$ cat src/rtl/core/matroska_lacing_decoder_macros.svh
// Assertion helpers shared by the lace decoder RTL.
`ifndef MATROSKA_LACING_DECODER_MACROS_SVH
`define MATROSKA_LACING_DECODER_MACROS_SVH

// Same-cycle implication, disabled while reset is asserted.
`define MLD_ASSERT_NOW(label, clk, rst_n, ante, cons, msg) \
    label: assert property (@(posedge clk) disable iff (!(rst_n)) (ante) |-> (cons)) \
        else $error(msg);

// Next-cycle implication, disabled while reset is asserted.
`define MLD_ASSERT_NEXT(label, clk, rst_n, ante, cons, msg) \
    label: assert property (@(posedge clk) disable iff (!(rst_n)) (ante) |=> (cons)) \
        else $error(msg);

`endif

$ cat src/rtl/core/mld_pkg.sv
`default_nettype none
package mld_pkg;

    localparam int PAYLOAD_W = 32;
    localparam int REPEAT_W  = 9;
    localparam int DIV_STEPS = 32;

    localparam logic [1:0] LACE_NONE  = 2'd0;
    localparam logic [1:0] LACE_XIPH  = 2'd1;
    localparam logic [1:0] LACE_FIXED = 2'd2;
    localparam logic [1:0] LACE_EBML  = 2'd3;

    localparam logic [7:0]  XIPH_RUN   = 8'd255;
    localparam logic [12:0] BIAS_SHORT = 13'h003f;
    localparam logic [12:0] BIAS_LONG  = 13'h1fff;

    typedef enum logic [1:0] {
        ERR_NONE     = 2'd0,
        ERR_CODING   = 2'd1,
        ERR_DIVIDE   = 2'd2,
        ERR_OVERRUN  = 2'd3
    } t_err;

    typedef enum logic [1:0] {
        PH_NONE = 2'd0,
        PH_XIPH = 2'd1,
        PH_EBML = 2'd2
    } t_phase;

    typedef enum logic [3:0] {
        S_IDLE,
        S_CHK,
        S_XACC,
        S_DECODE,
        S_DADD,
        S_DBIAS,
        S_CMP,
        S_DIV,
        S_OUT
    } t_state;

    typedef struct packed {
        logic [PAYLOAD_W-1:0] frame_size;
        logic [REPEAT_W-1:0]  repeat_count;
        logic                 final_frame;
        t_err                 error_code;
    } t_result;

    // Length of an EBML varint from its first byte: position of the leading one, 0 if none.
    function automatic logic [3:0] varint_len(input logic [7:0] b);
        logic [3:0] l;
        l = 4'd0;
        for (int i = 0; i < 8; i++) begin
            if (b[i]) begin
                l = 4'(8 - i);
            end
        end
        return l;
    endfunction

endpackage
`default_nettype wire

$ cat src/rtl/core/mld_if.sv
`default_nettype none
interface mld_byte_if;
    import mld_pkg::*;

    logic                 valid;
    logic                 ready;
    logic                 start_req;
    logic [1:0]           lace_mode;
    logic [PAYLOAD_W-1:0] payload_length;
    logic [7:0]           header_byte;

    modport source (
        output valid, start_req, lace_mode, payload_length, header_byte,
        input  ready
    );
    modport sink (
        input  valid, start_req, lace_mode, payload_length, header_byte,
        output ready
    );
endinterface

interface mld_frame_if;
    import mld_pkg::*;

    logic                 valid;
    logic                 ready;
    logic [PAYLOAD_W-1:0] frame_size;
    logic [REPEAT_W-1:0]  repeat_count;
    logic                 final_frame;
    logic [1:0]           error_code;

    modport source (
        output valid, frame_size, repeat_count, final_frame, error_code,
        input  ready
    );
    modport sink (
        input  valid, frame_size, repeat_count, final_frame, error_code,
        output ready
    );
endinterface
`default_nettype wire

$ cat src/rtl/core/matroska_lacing_decoder.sv
// Matroska lace header decoder. Feed one word per header byte: a start word carries the
// frame-count byte, lacing mode and payload length; the following words carry the Xiph or
// EBML size bytes. Results come out as words of frame size, repeat count, a final flag and an
// error code; error-free Xiph and EBML headers end with the rest-of-payload frame. The size, payload and
// divide arithmetic runs on one shared 33-bit adder under a small sequencer, so the block takes
// one word at a time and takes no new word until its result words are delivered. A fixed-lacing
// start runs a restoring divide that retires one quotient bit per cycle on the adder.
`default_nettype none
`include "matroska_lacing_decoder_macros.svh"
module matroska_lacing_decoder (
    input  logic        i_clk,
    input  logic        i_rst_n,
    mld_byte_if.sink    i_lace,
    mld_frame_if.source o_frame
);
    import mld_pkg::*;

    t_state        r_state, n_state;
    t_phase        r_phase, n_phase;
    logic          r_first, n_first;
    logic [2:0]    r_vbytes, n_vbytes;
    logic [3:0]    r_vlen, n_vlen;
    logic [7:0]    r_sizes_left, n_sizes_left;
    logic [32:0]   r_payload_left, n_payload_left;
    logic [32:0]   r_acc, n_acc;
    logic          r_big, n_big;
    logic [32:0]   r_prev, n_prev;
    logic [7:0]    r_byte, n_byte;
    logic [7:0]    r_rem, n_rem;
    logic [4:0]    r_cnt, n_cnt;
    logic          r_more, n_more;
    t_result       r_out, n_out;

    logic [32:0]   alu_a, alu_b, alu_res;
    logic          alu_sub, alu_carry;
    logic [33:0]   alu_sum;

    logic [3:0]    vlen_dec;
    logic [32:0]   acc_dec;
    logic          big_dec;
    logic [2:0]    vbytes_dec;
    logic [8:0]    divisor;
    logic [8:0]    trial;
    logic [7:0]    rem_dec;
    logic [31:0]   quot_dec;
    logic [32:0]   bias;
    logic          in_fire, out_fire;

    function automatic t_result fail_word(input t_err e);
        t_result w;
        w.frame_size   = '0;
        w.repeat_count = '0;
        w.final_frame  = 1'b1;
        w.error_code   = e;
        return w;
    endfunction

    assign i_lace.ready         = (r_state == S_IDLE);
    assign o_frame.valid        = (r_state == S_OUT);
    assign o_frame.frame_size   = r_out.frame_size;
    assign o_frame.repeat_count = r_out.repeat_count;
    assign o_frame.final_frame  = r_out.final_frame;
    assign o_frame.error_code   = r_out.error_code;

    assign in_fire  = i_lace.valid && i_lace.ready;
    assign out_fire = o_frame.valid && o_frame.ready;

    // Shared adder: a + b, or a - b with carry high when no borrow.
    assign alu_sum   = {1'b0, alu_a} + {1'b0, (alu_sub ? ~alu_b : alu_b)} + 34'(alu_sub);
    assign alu_res   = alu_sum[32:0];
    assign alu_carry = alu_sum[33];

    assign divisor  = {1'b0, r_sizes_left} + 9'd1;
    assign trial    = {r_rem, r_acc[31]};
    assign rem_dec  = alu_carry ? alu_res[7:0] : trial[7:0];
    assign quot_dec = {r_acc[30:0], alu_carry};
    assign bias     = (r_vlen == 4'd1) ? 33'(BIAS_SHORT) : 33'(BIAS_LONG);
    assign vlen_dec = varint_len(r_byte);

    always_comb begin
        if (r_vbytes == 3'd0) begin
            acc_dec    = {25'd0, r_byte & (8'hff >> vlen_dec)};
            big_dec    = 1'b0;
            vbytes_dec = 3'(vlen_dec - 4'd1);
        end else begin
            // Bits shifted out above 33 only matter as a sticky too-large flag.
            acc_dec    = {r_acc[24:0], r_byte};
            big_dec    = r_big | (|r_acc[32:25]);
            vbytes_dec = r_vbytes - 3'd1;
        end
    end

    always_comb begin
        alu_a   = '0;
        alu_b   = '0;
        alu_sub = 1'b0;
        unique case (r_state)
            S_CHK: begin
                alu_a   = r_payload_left;
                alu_b   = 33'd1;
                alu_sub = 1'b1;
            end
            S_XACC: begin
                alu_a = r_acc;
                alu_b = {25'd0, r_byte};
            end
            S_DADD: begin
                alu_a = r_prev;
                alu_b = r_acc;
            end
            S_DBIAS: begin
                alu_a   = r_acc;
                alu_b   = bias;
                alu_sub = 1'b1;
            end
            S_CMP: begin
                alu_a   = r_payload_left;
                alu_b   = r_acc;
                alu_sub = 1'b1;
            end
            S_DIV: begin
                alu_a   = 33'(trial);
                alu_b   = 33'(divisor);
                alu_sub = 1'b1;
            end
            default: begin
                alu_a   = '0;
            end
        endcase
    end

    always_comb begin
        n_state        = r_state;
        n_phase        = r_phase;
        n_first        = r_first;
        n_vbytes       = r_vbytes;
        n_vlen         = r_vlen;
        n_sizes_left   = r_sizes_left;
        n_payload_left = r_payload_left;
        n_acc          = r_acc;
        n_big          = r_big;
        n_prev         = r_prev;
        n_byte         = r_byte;
        n_rem          = r_rem;
        n_cnt          = r_cnt;
        n_more         = r_more;
        n_out          = r_out;
        unique case (r_state)
            S_IDLE: begin
                if (in_fire) begin
                    if (i_lace.start_req) begin
                        n_payload_left = {1'b0, i_lace.payload_length};
                        n_sizes_left   = i_lace.header_byte;
                        n_acc          = '0;
                        n_big          = 1'b0;
                        n_vbytes       = '0;
                        n_vlen         = '0;
                        n_prev         = '0;
                        n_first        = 1'b0;
                        n_rem          = '0;
                        n_cnt          = '0;
                        n_more         = 1'b0;
                        n_phase        = PH_NONE;
                        if (i_lace.lace_mode == LACE_FIXED) begin
                            n_acc   = {1'b0, i_lace.payload_length};
                            n_state = S_DIV;
                        end else if (i_lace.lace_mode == LACE_NONE ||
                                     i_lace.header_byte == 8'd0) begin
                            n_out.frame_size   = i_lace.payload_length;
                            n_out.repeat_count = 9'd1;
                            n_out.final_frame  = 1'b1;
                            n_out.error_code   = ERR_NONE;
                            n_state            = S_OUT;
                        end else if (i_lace.lace_mode == LACE_XIPH) begin
                            n_phase = PH_XIPH;
                        end else begin
                            n_phase = PH_EBML;
                            n_first = 1'b1;
                        end
                    end else if (r_phase != PH_NONE) begin
                        n_byte  = i_lace.header_byte;
                        n_state = S_CHK;
                    end
                end
            end
            S_CHK: begin
                // Borrow on the decrement means no payload byte is left.
                if (!alu_carry) begin
                    n_out   = fail_word(ERR_OVERRUN);
                    n_more  = 1'b0;
                    n_phase = PH_NONE;
                    n_state = S_OUT;
                end else begin
                    n_payload_left = alu_res;
                    n_state        = (r_phase == PH_XIPH) ? S_XACC : S_DECODE;
                end
            end
            S_XACC: begin
                n_acc   = alu_res;
                n_big   = r_big | alu_carry;
                n_state = (r_byte == XIPH_RUN) ? S_IDLE : S_CMP;
            end
            S_DECODE: begin
                if (r_vbytes == 3'd0 &&
                    (vlen_dec == 4'd0 || (!r_first && vlen_dec > 4'd2))) begin
                    n_out   = fail_word(ERR_CODING);
                    n_more  = 1'b0;
                    n_phase = PH_NONE;
                    n_state = S_OUT;
                end else begin
                    n_acc    = acc_dec;
                    n_big    = big_dec;
                    n_vbytes = vbytes_dec;
                    if (r_vbytes == 3'd0) begin
                        n_vlen = vlen_dec;
                    end
                    if (vbytes_dec != 3'd0) begin
                        n_state = S_IDLE;
                    end else if (r_first) begin
                        if (big_dec || acc_dec[32]) begin
                            n_out   = fail_word(ERR_CODING);
                            n_more  = 1'b0;
                            n_phase = PH_NONE;
                            n_state = S_OUT;
                        end else begin
                            n_first = 1'b0;
                            n_prev  = acc_dec;
                            n_state = S_CMP;
                        end
                    end else begin
                        n_state = S_DADD;
                    end
                end
            end
            S_DADD: begin
                n_acc   = alu_res;
                n_state = S_DBIAS;
            end
            S_DBIAS: begin
                if (!alu_carry) begin
                    n_out   = fail_word(ERR_CODING);
                    n_more  = 1'b0;
                    n_phase = PH_NONE;
                    n_state = S_OUT;
                end else begin
                    n_acc   = alu_res;
                    n_prev  = alu_res;
                    n_state = S_CMP;
                end
            end
            S_CMP: begin
                if (r_big || !alu_carry) begin
                    n_out   = fail_word(ERR_OVERRUN);
                    n_more  = 1'b0;
                    n_phase = PH_NONE;
                    n_state = S_OUT;
                end else begin
                    n_payload_left     = alu_res;
                    n_out.frame_size   = r_acc[31:0];
                    n_out.repeat_count = 9'd1;
                    n_out.final_frame  = 1'b0;
                    n_out.error_code   = ERR_NONE;
                    n_sizes_left       = r_sizes_left - 8'd1;
                    n_acc              = '0;
                    n_big              = 1'b0;
                    n_more             = (r_sizes_left == 8'd1);
                    if (r_sizes_left == 8'd1) begin
                        n_phase = PH_NONE;
                    end
                    n_state = S_OUT;
                end
            end
            S_DIV: begin
                n_rem = rem_dec;
                n_acc = {1'b0, quot_dec};
                n_cnt = r_cnt + 5'd1;
                if (r_cnt == 5'(DIV_STEPS - 1)) begin
                    if (rem_dec != 8'd0) begin
                        n_out = fail_word(ERR_DIVIDE);
                    end else begin
                        n_out.frame_size   = quot_dec;
                        n_out.repeat_count = divisor;
                        n_out.final_frame  = 1'b1;
                        n_out.error_code   = ERR_NONE;
                    end
                    n_more  = 1'b0;
                    n_state = S_OUT;
                end
            end
            S_OUT: begin
                if (out_fire) begin
                    if (r_more) begin
                        // Rest of the payload is the last frame.
                        n_out.frame_size   = r_payload_left[31:0];
                        n_out.repeat_count = 9'd1;
                        n_out.final_frame  = 1'b1;
                        n_out.error_code   = ERR_NONE;
                        n_more             = 1'b0;
                    end else begin
                        n_state = S_IDLE;
                    end
                end
            end
            default: begin
                n_state = S_IDLE;
            end
        endcase
    end

    always_ff @(posedge i_clk) begin
        if (!i_rst_n) begin
            r_state      <= S_IDLE;
            r_phase      <= PH_NONE;
            r_first      <= 1'b0;
            r_vbytes     <= '0;
            r_sizes_left <= '0;
            r_cnt        <= '0;
            r_more       <= 1'b0;
        end else begin
            r_state      <= n_state;
            r_phase      <= n_phase;
            r_first      <= n_first;
            r_vbytes     <= n_vbytes;
            r_sizes_left <= n_sizes_left;
            r_cnt        <= n_cnt;
            r_more       <= n_more;
        end
    end

    always_ff @(posedge i_clk) begin
        r_vlen         <= n_vlen;
        r_payload_left <= n_payload_left;
        r_acc          <= n_acc;
        r_big          <= n_big;
        r_prev         <= n_prev;
        r_byte         <= n_byte;
        r_rem          <= n_rem;
        r_out          <= n_out;
    end

    `MLD_ASSERT_NOW(a_err_word, i_clk, i_rst_n,
        o_frame.valid && r_out.error_code != ERR_NONE,
        r_out.final_frame && r_out.frame_size == '0 && r_out.repeat_count == '0,
        "error word not final or not zeroed")
    `MLD_ASSERT_NOW(a_mid_word, i_clk, i_rst_n,
        o_frame.valid && !r_out.final_frame,
        r_out.repeat_count == 9'd1 && r_out.error_code == ERR_NONE,
        "non-final word malformed")
    `MLD_ASSERT_NEXT(a_payload_shrinks, i_clk, i_rst_n,
        r_state != S_IDLE,
        r_payload_left <= $past(r_payload_left),
        "payload left grew mid-header")
    `MLD_ASSERT_NEXT(a_div_runs, i_clk, i_rst_n,
        r_state == S_DIV && r_cnt != 5'(DIV_STEPS - 1),
        r_state == S_DIV,
        "divide left early")
    `MLD_ASSERT_NOW(a_more_in_out, i_clk, i_rst_n,
        r_more,
        r_state == S_OUT,
        "pending rest frame outside output state")

endmodule
`default_nettype wire
$ cat src/flat_wrapper.sv
// flat-port wrapper written by rule: the top's interface ports become plain ports
module matroska_lacing_decoder_flat import mld_pkg::*;
  (i_clk, i_rst_n, i_lace_valid, i_lace_start_req, i_lace_lace_mode, i_lace_payload_length, i_lace_header_byte, i_lace_ready, o_frame_valid, o_frame_frame_size, o_frame_repeat_count, o_frame_final_frame, o_frame_error_code, o_frame_ready);
  mld_byte_if i_lace_i ();
  mld_frame_if o_frame_i ();
  input  logic i_clk;
  input  logic i_rst_n;
  input wire logic [$bits(i_lace_i.valid)-1:0] i_lace_valid;
  input wire logic [$bits(i_lace_i.start_req)-1:0] i_lace_start_req;
  input wire logic [$bits(i_lace_i.lace_mode)-1:0] i_lace_lace_mode;
  input wire logic [$bits(i_lace_i.payload_length)-1:0] i_lace_payload_length;
  input wire logic [$bits(i_lace_i.header_byte)-1:0] i_lace_header_byte;
  output wire logic [$bits(i_lace_i.ready)-1:0] i_lace_ready;
  output wire logic [$bits(o_frame_i.valid)-1:0] o_frame_valid;
  output wire logic [$bits(o_frame_i.frame_size)-1:0] o_frame_frame_size;
  output wire logic [$bits(o_frame_i.repeat_count)-1:0] o_frame_repeat_count;
  output wire logic [$bits(o_frame_i.final_frame)-1:0] o_frame_final_frame;
  output wire logic [$bits(o_frame_i.error_code)-1:0] o_frame_error_code;
  input wire logic [$bits(o_frame_i.ready)-1:0] o_frame_ready;
  assign i_lace_i.valid = i_lace_valid;
  assign i_lace_i.start_req = i_lace_start_req;
  assign i_lace_i.lace_mode = i_lace_lace_mode;
  assign i_lace_i.payload_length = i_lace_payload_length;
  assign i_lace_i.header_byte = i_lace_header_byte;
  assign i_lace_ready = i_lace_i.ready;
  assign o_frame_valid = o_frame_i.valid;
  assign o_frame_frame_size = o_frame_i.frame_size;
  assign o_frame_repeat_count = o_frame_i.repeat_count;
  assign o_frame_final_frame = o_frame_i.final_frame;
  assign o_frame_error_code = o_frame_i.error_code;
  assign o_frame_i.ready = o_frame_ready;
  matroska_lacing_decoder u_core (.i_clk(i_clk), .i_rst_n(i_rst_n), .i_lace(i_lace_i), .o_frame(o_frame_i));
endmodule
$ cat config.mk
export PLATFORM = sky130hd
export DESIGN_NAME = matroska_lacing_decoder_flat
export DESIGN_NICKNAME = d
export VERILOG_FILES = /design/src/rtl/core/mld_pkg.sv /design/src/rtl/core/mld_if.sv /design/src/rtl/core/matroska_lacing_decoder.sv /design/src/flat_wrapper.sv
export VERILOG_INCLUDE_DIRS = /design/src /design/src/rtl/core
export SDC_FILE = /design/constraint.sdc
export NUM_CORES = 1
export LEC_CHECK = 0
export ABC_AREA = 1
export CAP_MARGIN = 25
export CORE_MARGIN = 4
export CORE_UTILIZATION = 30
export DETAILED_ROUTE_END_ITERATION = 10
export DONT_BUFFER_PORTS = 1
export PLACE_DENSITY_LB_ADDON = 0.15
export REMOVE_ABC_BUFFERS = 1
export SLEW_MARGIN = 15
export SYNTH_ARGS = -nofsm -noshare
export SYNTH_HDL_FRONTEND = slang
export SYNTH_SLANG_ARGS = --single-unit
export TNS_END_PERCENT = 10
$ cat constraint.sdc
create_clock -name i_clk -period 9.2 [get_ports i_clk]
set_input_delay 0.46 -clock i_clk [delete_from_list [all_inputs] [get_ports i_clk]]
set_output_delay 0.46 -clock i_clk [all_outputs]
set_load 0.01 [all_outputs]
# Word-level counts from Yosys, hierarchy flattened
# Index checks and enable logic that the tools add are counted.
[word_totals]
output_inout_bits = 46
wordCells = 245
ff_bits = 188
inputBits = 47
[op_classes]
bitwise = 5
magnitude_cmp = 1
reduce_logical = 49
mux = 124
eq_ne = 40
n_shift = 1
add_sub_neg = 7
[ops]
columns = ["op", "count"]
rows = [
  ["two-way mux 44 bit", 15],
  ["two-way mux 33 bit", 16],
  ["one-hot mux 44 bit (7 select lines)", 1],
  ["one-hot mux 33 bit (3 select lines)", 2],
  ["one-hot mux 33 bit (6 select lines)", 1],
  ["one-hot mux 33 bit (5 select lines)", 1],
  ["one-hot mux 33 bit (4 select lines)", 1],
  ["two-way mux 4 bit", 26],
  ["two-way mux 8 bit", 6],
  ["one-hot mux 4 bit (9 select lines)", 1],
  ["adder 33 x 33 -> 34 bit", 1],
  ["adder 34 x 1 -> 34 bit", 1],
  ["NOT 33 bit", 1],
  ["two-way mux 32 bit", 1],
  ["one-hot mux 8 bit (2 select lines)", 2],
  ["inequality test 2 bit, second input constant", 14],
  ["two-way mux 1 bit", 24],
  ["two-way mux 2 bit", 12],
  ["AND reduction 5 bit", 4],
  ["== test 4 x 3 -> 1 bit, second input constant", 4],
  ["AND reduction 8 bit", 2],
  ["two-way mux 3 bit", 5],
  ["two-way mux 13 bit", 1],
  ["AND reduction 13 bit", 1],
  ["50 further kinds", 84],
]

# Logic depth before layout (Yosys ltp)
# Gate-level depths: netlist (run 1).
[logic_depth]
depth_word = 17
depth_mapped = 28

# Worst setup path after synthesis (run 1)
# No wires, ideal clock.
[synth_timing]
kind = "flip-flop to flip-flop"
start = "register u_core.r_state[0]"
end = "register u_core.r_out (netlist bit u_core.o_frame.error_code[0]) (enable)"
t_arrival_ns = 7.170
path_buffers = 1
path_stages_with_launch = 19
setup_ns = 0.555
required_ns = 8.645
setup_slack_ns = 1.475
cell_sequence = "dfxtp_1 > inv_2 > nor2_4 > nand2_1 > nand2_1 > buf_1 > xor2_1 > ha_1 > a21oi_1 > o21ai_1 > nand2_1 > nand2_1 > nand2_1 > nand2_1 > a21oi_1 > nand2_4 > inv_2 > nor2_1 > nor4_1"
[synth_via]
elab_chain_len = 9
elab_cells_between_ends = 36
cone_classes = "add/sub: 2; eq/ne: 20; mux: 4; bitwise: 1; reduce/logical: 9"
[synth_rtl]
columns = ["element", "line", "text"]
rows = [
  ["start, declared", "matroska_lacing_decoder.sv:18", "t_state r_state, n_state;"],
  ["start signal, assigned", "matroska_lacing_decoder.sv:320", "r_state <= n_state;"],
  ["== test 4 x 3 -> 1 bit (on tied branches)", "matroska_lacing_decoder.sv:97, matroska_lacing_decoder.sv:148", ""],
  ["OR reduction 2 bit (no line)", "--", ""],
  ["one-hot mux 33 bit (5 select lines)", "matroska_lacing_decoder.sv:97", "unique case (r_state)"],
  ["NOT 33 bit", "matroska_lacing_decoder.sv:69", "assign alu_sum = {1'b0, alu_a} + {1'b0, (alu_sub ? ~alu_b : alu_b)} + 34'(alu_sub);"],
  ["two-way mux 33 bit", "matroska_lacing_decoder.sv:69", ""],
  ["adder 33 x 33 -> 34 bit", "matroska_lacing_decoder.sv:69", ""],
  ["adder 34 x 1 -> 34 bit", "matroska_lacing_decoder.sv:69", ""],
  ["inequality test 2 bit (no line)", "--", ""],
  ["AND reduction 13 bit (no line) (*)", "--", ""],
  ["end signal, assigned", "matroska_lacing_decoder.sv:338", "r_out <= n_out;"],
  ["end, declared", "matroska_lacing_decoder.sv:32", "t_result r_out, n_out;"],
]
# Mark *: on every way between the ends. The rest lies on a longest branch, timed or not.
# A chain may end at the register's enable or synchronous reset.

==> impl_results.md, run 1 <==
* Async set-reset flop share out of synthesis at 0%
* Port bufs at 0
* Worst-path cell chain: inv_2, nor2_2, nand2_2, nand2_4, buf_4, a22oi_1, o21ai_0, ha_1, a21oi_1, o21ai_0, a21oi_1, nand2_1, a21oi_1, nand2_4, o21ai_0, nand2_1, nor2_4, buf_4, nand3_2, a21oi_2
* Global-route wire length before repair at 75.1 mm
* RSZ-0062 raised after global routing: false
* Synth warnings at 0
* DIE HEIGHT at 220 um
* Hold path start: i_lace_header_byte[2]
* Dpl cells at 2254
* Slowest stage cell, crit path: nor2_4
* Reg2reg path depth at 20
* Post-route cell area at 14600 um^2
* Final Critical Period at 5.86 ns
* Status: complete, no violations
* Critical path origin: u_core.r_state[1]$_SDFFE_PN0P_
* Io pins at 93
* Routability Congestion at 0.925
* Row count at 77
* Final setup violating endpoints at 0
* Arrival time worst endpoint at 6.19 ns
* Grt total ovfl at 0
* Synth Area in Compound Gates at 17.6%
* Worst Max-Slew Pin Slew at 1.02 ns
* Worst skew pair latency at 0.47 ns
* Post-detail-place hpwl at 35.6 mm
* Sequential share of the synthesized area at 40.2%
* Initial Utilization at 30.4%
* DRC at 0
* Area delta synth->final at 8.69%
* Routed vias/inst at 5.26
* Slew HR at 31.8%
* R2r startpoint: u_core.r_state[1]$_SDFFE_PN0P_
* Skew final at 0.0121 ns
* Synth area leaders: edfxtp_1 (37%), nand2_1 (10%), inv_1 (5.6%)
* Fmax at 0.171 GHz
* Die area at 48200 um^2
* Pwr dens at 197 nW/um^2
* Post-route insts no fill at 2287
* Post-Synth XOR/XNOR Area at 3.98%
* Post-synthesis mux area share at 0%
* Layout Nets at 1769
* Crit path kind: flop to flop
* Root buf cell: clkbuf_16
* Tot GR Track Use at 20.9%
* Antenna cells at 0
* Die X at 220 um
* Main combinational cell family by area after synthesis: simple AND/OR/NAND/NOR gates
* Total CTS buffers at 17
* Vias in the first global route at 11815
* DR vias at 12033
* Hold_buf cts at 0
* Fin crit share at 63.7%
* Avg WL per Cell at 22.2 um
* Crit path required time at 9.53 ns
* Post-CTS resize count at 0
* Routed Antenna Nets at 0
* Htree depth at 4
* Hold Crit Endpoint: u_core.r_byte[2]$_DFFE_PP_
* Synth Area in Simple Gates at 26.1%
* Post-synth top cells: nand2_1 (365), inv_1 (200), nor2_1 (190)
* Pin count of the biggest net entering global routing at 50
* Slew Viols, Final at 0
* Post-CTS setup buffer count at 0
* PnR Total Power at 2870 uW
* Top_reg_cell synth: edfxtp_1
* Syn Inst Count at 1710
* Total length of routed wires at 50.7 mm
* Area share of the largest cell type after synthesis at 36.7%
* Core box area at 44200 um^2
* Clk sink count at 188
* Critical R2R Capture: u_core.o_frame.frame_size[8]$_DFFE_PP_
* Cell taking the most area after synthesis: edfxtp_1
* #FFs+latches synth at 188
* Worst VDD drop at 96.8 uV
* Critical Path Start Type: flop
* TritonRoute pass-1 iters at 6
* Crit path largest cell delay at 0.73 ns
* Min-Delay Path Class: input port to flop
* Distinct cells, synth at 49
* Crit-path max FO at 49
* Worst R2R Setup Slack at 3.34 ns
* # fillers at 4724
* Max-Cap Viols at 0
* Placed Instance Area at 14000 um^2
* Syn Area/Cell at 7.85 um^2
* Count leader, synth: nand2_1
* TritonCTS clock tree: done
* Mapped Area at 13400 um^2
* Layout cells sized above 1 at 10.3%
* Final Hold Viols at 0
* Crit path capture type: flop
* Adder-cell share of the synthesized area at 3.78%
* Clock transition at path regs at 0.08 ns
* P_leak at 0.00589 uW
* Initial antenna violation count at 0
* Final setup TNS at 0 ns
* Violation count after the first detailed-route iteration at 1029
* Largest buffer count on any clock path at 2
* EDFF count, synth at 164
* Worst hold path stage count at 0
logic make-up after synthesis:
| family | count (synthesis) |
|---|---|
| AND/OR/NAND/NOR | 774 |
| buffers and inverters | 280 |
| AO/OA/AOI/OAI | 367 |
| flip-flops | 188 |
| XOR/XNOR | 61 |
| adder cells (fa/ha/maj) | 40 |
per-layer routing:
layer	part of all wire, %	wire length, um	vias up	global-route usage [%]
met3	6.5	3300	49	4.41
li1	-	-	5778	-
met2	48	24400	396	35.6
met4	1.7	874	0	4.77
met1	44	22200	5810	27.2
met5	0	0	-	0
critical path: cells and delay by family, from the launching register on:
kind                       cells  cell delay [ns]
AOI/OAI and AO/OA              8             1.56
buffers and inverters          3             1.02
and+or+nand+nor                8             2.25
adders and majority gates      1             0.32
DFF                            1             0.50
per-stage QoR:
| stage | setup slack, ns | utilization [%] | hold WS, ns |
|---|---|---|---|
| global placement | 3.30 | 31.7 | 0.457 |
| floorplan | 0.747 | - | 0.443 |
| CTS | 3.20 | 33.0 | 0.0487 |
| global route | 3.00 | 33.0 | 0.0559 |
| finish | 3.34 | 33.0 | 0.0781 |
| detailed placement | 3.23 | 31.7 | 0.464 |
power breakdown:
part	switching, uW	total [uW]	internal [uW]
combinational	652	889	237
clock	371	752	381
sequential	102	1230	1130
how the worst max path moves through the flow:
stage / to / slack [ns] / cells after the start
after detailed placement: u_core.o_frame.frame_size[24]$_DFFE_PP_ / 3.23 / 23
final: u_core.o_frame.frame_size[8]$_DFFE_PP_ / 3.34 / 20
after global placement: u_core.o_frame.frame_size[14]$_DFFE_PP_ / 3.30 / 23
after floorplan: u_core.o_frame.error_code[0]$_DFFE_PP_ / 0.75 / 19
after global routing: u_core.o_frame.frame_size[14]$_DFFE_PP_ / 3.00 / 20
after CTS: u_core.o_frame.frame_size[24]$_DFFE_PP_ / 3.20 / 23
state kept, by name (all words and copies together) (netlist names), 4 cells and up:
| signal | count |
|---|---|
| u_core.r_payload_left | 33 |
| u_core.r_sizes_left | 8 |
| u_core.r_vlen | 4 |
| u_core.r_cnt | 5 |
| u_core.r_prev | 33 |
| u_core.r_state | 4 |
| u_core.r_acc | 33 |
| u_core.o_frame.frame_size | 32 |
| u_core.r_rem | 8 |
| u_core.r_byte | 8 |
| u_core.o_frame.repeat_count | 9 |
cell type report:
class / count / area [um^2] / area share [%]
repair buffers: 23 / 170 / 1.17
flip-flops and latches: 188 / 5410 / 37.0
inverters: 210 / 788 / 5.40
clock buffers: 19 / 443 / 3.03
well taps: 592 / 741 / 5.07
multi-input cells: 1242 / 6930 / 47.5
clock inverters: 13 / 115 / 0.789
cells in the final DEF, fill, tap and decap left out, types with 3 or more instances in the layout:
cell / Yosys / layout
nand4_1: 13 / 13
nand2_4: 4 / 4
nor2_4: 4 / 5
a31o_2: 4 / 4
o21ai_1: 3 / 3
inv_2: 6 / 7
o21a_1: 6 / 6
nor2_1: 190 / 187
xnor2_1: 8 / 8
nand2_1: 365 / 363
o21bai_1: 11 / 11
inv_1: 200 / 199
a21oi_1: 77 / 77
o21ai_0: 108 / 108
nor3_1: 33 / 31
or2_2: 7 / 7
nand3_2: 33 / 33
o2111ai_1: 25 / 25
a31oi_1: 6 / 6
nor4_1: 13 / 12
a22oi_1: 38 / 38
nor2_2: 6 / 8
a211oi_1: 6 / 6
edfxtp_1: 164 / 164
clkbuf_16: 0 / 17
inv_6: 0 / 3
buf_4: 0 / 22
nand3_1: 85 / 85
nand2_2: 13 / 15
ha_1: 39 / 39
xor2_1: 53 / 53
dfxtp_1: 24 / 24
clkinv_2: 0 / 3
o211ai_1: 46 / 46
a21oi_2: 30 / 30
clkinvlp_4: 0 / 3
clkinv_1: 4 / 5
(Power assumes the default switching activity.)
==> inputs of run 2 (changes only) <==
==> constraint.sdc (replaced) <==
create_clock -name i_clk -period 5.55 [get_ports i_clk]
set_input_delay 0.2775 -clock i_clk [delete_from_list [all_inputs] [get_ports i_clk]]
set_output_delay 0.2775 -clock i_clk [all_outputs]
set_load 0.01 [all_outputs]
==> run 2 against run 1 <==
Sequential cell count is the same. Fmax grew 20%. Largest power group unchanged. Core utilization grew 1.2 points. Hold slack lost 0.054 ns. Clock power grew 80%. Final area grew 3.5%. Clock skew grew 0.0042 ns.
==> impl_results.md, run 2 (synthesis results as in run 1) <==
* Die area at 48200 um^2
* Dpl cells at 2271
* Post-CTS resize count at 0
* Row count at 77
* Tot GR Track Use at 21.6%
* Biggest regs: u_core.r_acc (33), u_core.r_payload_left (33), u_core.r_prev (33)
* Crit-path max FO at 33
* Most common cell after layout, fill and taps aside: nand2_1
* Final Hold Viols at 0
* RSZ-0062 raised after global routing: false
* Worst R2R Setup Slack at 0.67 ns
* Grt total ovfl at 0
* Crit path capture type: flop
* Pin count of the biggest net entering global routing at 49
* DRC at 0
* Initial Utilization at 30.4%
* Worst slack, placed at 0.682 ns
* Clk sink count at 188
* Vias in the first global route at 12328
* Final Critical Period at 4.88 ns
* Io pins at 93
* Violation count after the first detailed-route iteration at 1043
* Final setup TNS at 0 ns
* Core box area at 44200 um^2
* Port bufs at 0
* Design internal power at 3030 uW
* Worst VDD drop at 228 uV
* Switching Share at 38.2%
* Routed vias/inst at 5.32
* Arrival time worst endpoint at 4.98 ns
* Skew final at 0.0163 ns
* DIE HEIGHT at 220 um
* Layout cells sized above 1 at 11.0%
* Routed Antenna Nets at 0
* Final WS setup at 0.666 ns
* Total CTS buffers at 17
* P_leak at 0.00613 uW
* Critical Path Start Type: flop
* Reg area at 5410 um^2
* Antenna cells at 0
* Post-detail-place hpwl at 37.2 mm
* Slew Viols, Final at 0
* Largest buffer count on any clock path at 2
* Net Switching at 1880 uW
* Min-Delay Path Class: input port to flop
* Critical path origin: u_core.r_state[3]$_SDFFE_PN0P_
* Routability Congestion at 0.961
* Area taken by multi-input logic gates at 6930 um^2
* Root buf cell: clkbuf_16
* Pwr dens at 325 nW/um^2
* Hold path start: i_lace_payload_length[21]
* Worst skew pair latency at 0.48 ns
* Clock transition at path regs at 0.08 ns
* Avg WL per Cell at 22.4 um
* Crit path required time at 5.65 ns
* Worst hold path stage count at 2
* Layout Nets at 1809
* Status: complete, no violations
* Clock network fraction of design power at 27.5%
* Fmax at 0.205 GHz
* Reg2reg path depth at 17
* Global-route wire length before repair at 77.8 mm
* TritonRoute pass-1 iters at 5
* Slew HR at 21.0%
* Hold Crit Endpoint: u_core.o_frame.frame_size[21]$_DFFE_PP_
* Htree depth at 4
* Post-route insts no fill at 2327
* Most frequent cells in the layout: nand2_1 (363), inv_1 (199), nor2_1 (187), edfxtp_1 (164), o21ai_0 (108)
* Reg power frac at 41.3%
* Crit path kind: flop to flop
* Area delta synth->final at 12.5%
* Comb power frac at 31.3%
* Fin crit share at 88.0%
* Total length of routed wires at 52.2 mm
* Final setup violating endpoints at 0
* Critical R2R Capture: u_core.r_acc[18]$_DFFE_PP_
* TritonCTS clock tree: done
* DR vias at 12372
* Worst Max-Slew Pin Slew at 1.17 ns
* Max-Cap Viols at 0
* Initial antenna violation count at 0
* Die X at 220 um
* R2r startpoint: u_core.r_state[3]$_SDFFE_PN0P_
* # fillers at 4675
run 2: changes by cell type in the layout (fill, tap and decap cells not counted), sizes merged:
| cell | before | now |
|---|---|---|
| buf | 23 | 39 |
| clkbuf | 19 | 23 |
| clkinv | 10 | 8 |
| clkinvlp | 3 | 0 |
| dlygate4sd3 | 0 | 24 |
| inv | 209 | 210 |
run 2: stage by stage:
stage	area [um^2]	utilization (%)	total power (uW)	hold slack (ns)
detailed placement	14200	32.2	3570	0.377
floorplan	13100	-	2980	0.376
CTS	15100	34.2	4940	0.000615
global placement	14200	32.1	3570	0.377
global route	15100	34.2	5160	0.00876
finish	15100	34.2	4910	0.0239
run 2: metal layers:
metal	track usage, %	wire length, um	vias to the layer above
met2	35.5	24400	398
met1	28.8	23400	6024
li1	-	-	5872
met3	3.85	2900	78
met5	0	0	-
met4	7.05	1510	0
run 2: final cells by class:
class	instances	area share, %
multi-input cells	1242	45.9
flip-flops and latches	188	35.8
inverters	210	5.22
well taps	592	4.90
repair buffers	63	4.07
clock buffers	23	3.53
clock inverters	9	0.629
run 2: worst max path at each step:
| stage | end | slack (ns) | cells after the start |
|---|---|---|---|
| 6_report | u_core.r_acc[18]$_DFFE_PP_ | 0.67 | 17 |
| 5_1_grt | u_core.r_sizes_left[3]$_SDFFE_PN0P_ | 0.30 | 19 |
| 4_1_cts | u_core.r_sizes_left[3]$_SDFFE_PN0P_ | 0.65 | 19 |
| 3_5_place_dp | u_core.r_sizes_left[3]$_SDFFE_PN0P_ | 0.68 | 19 |
| 3_3_place_gp | u_core.r_sizes_left[3]$_SDFFE_PN0P_ | 0.68 | 20 |
| 2_1_floorplan | u_core.o_frame.error_code[0]$_DFFE_PP_ | -2.90 | 19 |
run 2: what timing repair did:
| item | in CTS | in global routing |
|---|---|---|
| setup buffers | 0 | 0 |
| endpoints found under the hold margin | 39 | 0 |
| hold buffers | 24 | 0 |
run 2: worst max-delay path, stage by stage (launching register included):
cell     delay (ns)
dfxtp_1        0.52
inv_2          0.09
nand2_1        0.25
nand2_2        0.37
buf_12         0.31
xor2_1         0.18
ha_1           0.35
nand2_1        0.10
inv_1          0.08
nand3_1        0.12
nor3_1         0.51
a21oi_1        0.23
nand2_4        0.24
nand2_1        0.14
nand2_2        0.18
o21ai_0        0.14
nor3_2         0.11
buf_4          0.55
run 2: power by group through the flow:
stage / combinational, uW / clock [uW] / sequential, uW
finish: 1540 / 1350 / 2030
global route: 1680 / 1430 / 2050
CTS: 1540 / 1370 / 2030
detailed placement: 1510 / 0 / 2060
global placement: 1510 / 0 / 2060
floorplan: 975 / 0 / 2010
